$ cat config.mk
export PLATFORM = sky130hd
export DESIGN_NAME = rhe_div_cell
export DESIGN_NICKNAME = d
export VERILOG_FILES = /design/src/rtl/rhe_pkg.sv /design/src/rtl/rhe_div_cell.sv
export SDC_FILE = /design/constraint.sdc
export NUM_CORES = 1
export LEC_CHECK = 0
export BUFFER_PORTS_ARGS = -buffer_cell sky130_fd_sc_hd__buf_2
export CAP_MARGIN = 20
export CORE_MARGIN = 3
export CORE_UTILIZATION = 25
export DETAILED_ROUTE_END_ITERATION = 10
export HOLD_SLACK_MARGIN = 0.03
export PLACE_DENSITY = 0.54
export SETUP_SLACK_MARGIN = 0.1
export SLEW_MARGIN = 40
export SYNTH_ARGS = -nofsm -noshare
export SYNTH_HDL_FRONTEND = slang
export SYNTH_SLANG_ARGS = --single-unit
$ cat constraint.sdc
create_clock -name clk -period 3.4 [get_ports clk]
set_input_delay 0.34 -clock clk [delete_from_list [all_inputs] [get_ports clk]]
set_output_delay 0.34 -clock clk [all_outputs]
set_load 0.01 [all_outputs]
$ cat src/rtl/rhe_pkg.sv
// ----------------------------------------------------------------------------
// rhe_pkg
// Shared types and constants for the rule heuristic evaluator.
// ----------------------------------------------------------------------------
package rhe_pkg;

  localparam int DEFAULT_COUNT_BITS = 32;
  localparam int DEFAULT_FRAC_BITS  = 30;
  localparam int DATA_W             = 32;
  localparam int ADDR_W             = 4;

  // register indexes (byte address = 4 * index)
  localparam logic [1:0] REG_SELECT = 2'd0;
  localparam logic [1:0] REG_BETA   = 2'd1;
  localparam logic [1:0] REG_M      = 2'd2;

  // heuristic_select codes
  localparam logic [2:0] HS_PRECISION = 3'd0;
  localparam logic [2:0] HS_RECALL    = 3'd1;
  localparam logic [2:0] HS_WRA       = 3'd2;
  localparam logic [2:0] HS_HAMMING   = 3'd3;
  localparam logic [2:0] HS_FMEASURE  = 3'd4;
  localparam logic [2:0] HS_MESTIMATE = 3'd5;

  localparam logic [31:0] WEIGHT_INF   = 32'hFFFF_FFFF;
  localparam logic [31:0] WEIGHT_RESET = 32'h0001_0000;

  // effective heuristic after the special weights are folded in
  typedef enum logic [2:0] {
    MODE_PREC,
    MODE_REC,
    MODE_WRA,
    MODE_HAM,
    MODE_FM,
    MODE_ME,
    MODE_ONE
  } mode_t;

  typedef struct packed {
    logic valid;
    logic force_one;
  } div_ctrl_t;

endpackage

$ cat src/rtl/rhe_div_cell.sv
// ----------------------------------------------------------------------------
// rhe_div_cell
// One restoring-division cell: decides one quotient bit and hands the
// partial remainder to the next cell.
// ----------------------------------------------------------------------------
module rhe_div_cell #(
  parameter int DW    = 100,
  parameter int QW    = 31,
  parameter int BIT   = 0,
  parameter bit SHIFT = 1'b1
) (
  input  logic               clk,
  input  logic               rst,
  input  logic               en,
  input  rhe_pkg::div_ctrl_t ctrl_in,
  input  logic [DW:0]        rem_in,
  input  logic [DW-1:0]      den_in,
  input  logic [QW-1:0]      q_in,
  output rhe_pkg::div_ctrl_t ctrl_out,
  output logic [DW:0]        rem_out,
  output logic [DW-1:0]      den_out,
  output logic [QW-1:0]      q_out
);
  import rhe_pkg::*;

  logic [DW:0]   r2;
  logic          ge;
  logic [DW:0]   rem_next;
  logic [QW-1:0] q_next;

  // remainder stays below the divisor, so the doubling never drops a bit
  always_comb begin
    r2          = SHIFT ? (rem_in << 1) : rem_in;
    ge          = (r2 >= {1'b0, den_in});
    rem_next    = ge ? (r2 - {1'b0, den_in}) : r2;
    q_next      = q_in;
    q_next[BIT] = ge;
  end

  always_ff @(posedge clk) begin
    if (rst) begin
      ctrl_out.valid <= 1'b0;
    end else if (en) begin
      ctrl_out.valid <= ctrl_in.valid;
    end
    if (en) begin
      ctrl_out.force_one <= ctrl_in.force_one;
      rem_out            <= rem_next;
      den_out            <= den_in;
      q_out              <= q_next;
    end
  end

endmodule
# Word-level counts from Yosys, hierarchy flattened
# Cells that the tools add are included.
# op_classes
add_sub_neg	1
n_lt_le_gt_ge	1
muxes	1
# op_table
op	count
101-bit by 100-bit greater-or-equal comparator with 1-bit output	1
101-bit 2-to-1 mux	1
101-bit by 100-bit subtractor with 101-bit output	1
# totals
register_bits	234
out_inout_bits	234
elab_cells	9

# Longest topological paths before layout
# depth
ltp_word	2
ltp_mapped	16
mapped_depth_nobuf	13

# Least setup slack after synthesis
# No wires, ideal clock.
# synth_timing
kind	input to register
startpoint	in den_in[39]
endpoint	reg rem_out[10] (data pin)
setup_time_ns	0.260
arrival_time_ns	3.338
setup_slack_ns	-0.197
cell_stages	15
cell_sequence	inv_1 -> ha_1 -> clkbuf_1 -> nand2_1 -> o21bai_1 -> a21oi_1 -> o21a_1 -> o221a_2 -> a2111oi_2 -> nor2_1 -> o31a_1 -> o31ai_2 -> buf_4 -> buf_6 -> mux2_2
# synth_via
elab_chain_cells	2
# synth_lines
element	line	source
from (decl)	rhe_div_cell.sv:17	input logic [DW-1:0] den_in,
101-bit by 100-bit greater-or-equal comparator with 1-bit output	rhe_div_cell.sv:34	ge = (r2 >= {1'b0, den_in});
101-bit 2-to-1 mux	rhe_div_cell.sv:35	rem_next = ge ? (r2 - {1'b0, den_in}) : r2;
named net rem_next[10]	rhe_div_cell.sv:28	logic [DW:0] rem_next;
to (signal assigned)	rhe_div_cell.sv:48	rem_out <= rem_next;
to (decl)	rhe_div_cell.sv:20	output logic [DW:0] rem_out,
# The timed path passes the listed nets, and every way through them passes these cells.
# A chain may end at the register's enable or synchronous reset.

# Worst setup path after layout
# layout_timing
startpoint	in rem_in[23]
endpoint	reg rem_out[44] (data pin)
# layout_via
elab_chain_cells	2
elab_cells_between_ends	3
cone_classes	add/sub (1); order compare (1); mux (1)
# layout_lines
element	line	source
from (decl)	rhe_div_cell.sv:16	input logic [DW:0] rem_in,
101-bit by 100-bit subtractor with 101-bit output / 101-bit by 100-bit greater-or-equal comparator with 1-bit output (equally long branches)	rhe_div_cell.sv:35, rhe_div_cell.sv:34	
101-bit 2-to-1 mux (*)	rhe_div_cell.sv:35	
named net rem_next[44]	rhe_div_cell.sv:28	
# Mark *: on every way through the listed nets, which the timed path passes. The rest lies on a longest branch.

==> metrics.yaml <==
syn_to_final_growth_pct: 66.9
first_pass_iters: 5
start_util: 0.253
finalHoldViolCount: 0
layout_commonest_cell: "buf_2"
crit_buf_inv: 3
synth_largest_area_cell: "edfxtp_1"
cts.sinks: 234
grt_pass1_vias: 15445
syn_area_per_cell_um2: 9.82
synth_ff_type: "edfxtp_1"
crit_family: "compound AO/OA/AOI/OAI gates"
holdPathStages: 2
yosysTopAreaCellShare: 0.478
slew_headroom: 0.471
endpoint_kind: "flip-flop"
clk_pin_slew_ns: 0.06
fin_skew_ns: 0
yosysUniqueCellTypes: 69
clock-root-buffer: "clkbuf_16"
min_period_ns: 3.32
synth_area_leaders: "edfxtp_1 48%, ha_1 8.5%, a21oi_1 7.8%, nor2_1 3.8%, xnor2_1 3.5%"
worst_pin_slew_ns: 0.794
drive_gt1_frac: 0.451
htree_levels: 1
p_sw_uw: 3110
slew_viol_final: 0
critPathSlowestCell: "or4_4"
ys_ff_latch: 234
route.vias.total: 15080
power_density_mw_per_mm2: 418
fin_nets: 2810
portBuffers: 468
synth_nets: 1828
final_cell_mix: "458 x buf_2, 390 x buf_4, 233 x edfxtp_1, 163 x a21oi_1, 124 x dlygate4sd3_1"
path_class: "input port to flip-flop"
drtIter0Drc: 713
setup_viol_count_final: 0
r2r_cells: 3
clock_latency_ns: 0.55
async_flop_share: 0
peakVddDrop_mv: 0.297
gp_congestion: 0.905
coreArea_mm2: 0.0578
fmax_ghz: 0.301
rsz0062_at_grt: "true"
timing.hold.ws_ns: 0.0704
status: "finished clean"
die_h_um: 248
fp.dieW_um: 248
leakagePower_uw: 0.0109
internal-power_uw: 7090
combPwrFrac: 0.344
seq_area_frac_synth: 0.479
remaining_drc_errors: 0
row_count: 88
wl_per_cell_um: 18.2
arrival_ns: 3.61
grt_pass1_wl_um: 86400
syn-cell-area_mm2: 0.0146
antenna_found_initial: 5
cpPeakStageDelay_ns: 0.58
grt_overflow: 0
synth_edf_count: 233
ios: 471
drt_wl_total_um: 59300
grt.total_usage: 0.180
critPathLaunchType: "input port"
dieArea_mm2: 0.0615
tritoncts: "built"
worstSetupPathDepth: 13
power_uw: 10200
finalCritPeriodShare: 0.976
critPathRequiredTime_ns: 3.70
cts.path.max_buffers: 3
dp_hpwl_um: 45700
critical_path.max_fanout: 9
clkPwrFrac: 0.294
netlist_instances: 1490
final.fill_count: 5633
power.share.sequential: 0.362
yosysWarnings: 0
swShare: 0.305
numCtsBuffers: 28
hold_class: "input port to flip-flop"
viasPerCell: 4.62
critical_path.cell_chain: "buf_2 > ha_4 > nand4_1 > or4_4 > a211oi_4 > o21ai_4 > a2111oi_4 > nor2_2 > o31a_1 > o31ai_4 > buf_6 > buf_12 > mux2_4"
grt_start_max_net_pins: 90
maxCapViolCount: 0
drtAntennaViolNets: 0
-- cell families (layout without fill, tap and decap cells) --
group,after synthesis,after routing,synth area share
XOR/XNOR,95,95,0.0569
flip-flops,234,234,0.479
buffers and inverters,199,1203,0.0547
adder cells (fa/ha/maj),101,101,0.0869
AO/OA/AOI/OAI,458,458,0.188
multiplexers,19,19,0.0144
AND/OR/NAND/NOR,384,384,0.119
other,0,2,0
-- final timing paths --
check,start,end,slack (ns)
worst max-delay path,rem_in[23],rem_out[44],0.08
worst max register to register,ctrl_out[1],ctrl_out[1],2.26
worst min register to register,ctrl_out[1],ctrl_out[1],1.06
worst min-delay path,den_in[67],den_out[67],0.07
-- what timing repair did --
action / CTS / global route
gates resized for setup: 71 / 167
hold endpoints to repair: 121 / 3
cloned: 5 / 8
hold buffers: 121 / 3
buffers inserted: 8 / 7
setup endpoints to repair: 102 / 100
pin swaps: 13 / 39
-- registers in the layout, summed over array words and instances (netlist names) --
signal,flops
ctrl_out,2
den_out,100
q_out,31
rem_out,101
-- cells in the mapped netlist, types with 7 or more instances --
cell and count:
o31ai_1 7, edfxtp_1 233, o21ai_0 72, nand2b_1 8
nor4_1 9, nand4_1 45, o21a_1 23, buf_4 7
o21bai_1 30, and3_1 8, nor2_1 147, ha_1 100
a31oi_1 11, xnor2_1 59, xor2_1 36, a21boi_0 7
clkbuf_1 41, mux2_2 16, nor3_1 15, o211ai_1 10
and2_1 7, a21o_1 26, inv_1 134, buf_2 16
a21oi_1 229, nand2_1 114
-- metrics by stage --
| step | utilization | setup TNS [ns] | cell area (um^2) | setup WS [ns] | cells |
|---|---|---|---|---|---|
| floorplan | - | -0.753 | 14900 | -0.0786 | 1490 |
| global placement | 0.361 | -69.96 | 20900 | -0.770 | 3056 |
| detailed placement | 0.361 | -77.60 | 20900 | -0.854 | 3056 |
| CTS | 0.406 | 0 | 23500 | 0.0313 | 3242 |
| global route | 0.423 | -0.103 | 24400 | -0.0142 | 3261 |
| finish | 0.423 | 0 | 24400 | 0.0813 | 3261 |
-- per-layer routing --
layer,vias to the layer above,part of all wire,track usage
li1,7380,-,-
met1,7173,0.43,0.228
met2,455,0.49,0.319
met3,68,0.057,0.0284
met4,4,0.021,0.0445
met5,-,0.00047,0
-- power by group through the flow --
stage	clock network, uW	registers (uW)	logic [uW]
2_1_floorplan	0	3920	1280
3_3_place_gp	0	3750	3000
3_5_place_dp	0	3740	3020
4_1_cts	3130	3690	3280
5_1_grt	3220	3720	3820
6_report	3000	3690	3510
-- worst register-to-register path, cell delays in order (launching register included) --
cell and delay [ns]:
dfxtp_1 0.31, mux2i_1 0.12, nor2_1 0.06, dlygate4sd3_1 0.54
-- cell type report --
type | instances | area, um^2 | area share
antenna | 2 | 5.00 | 0.000205
timing repair buffer | 1017 | 7280 | 0.298
inverter | 134 | 531 | 0.0217
multi-input combinational | 1057 | 7730 | 0.316
sequential | 234 | 7020 | 0.287
clock buffer | 32 | 737 | 0.0302
tap | 765 | 957 | 0.0392
clock inverter | 20 | 174 | 0.00712
(Power assumes the default switching activity.)
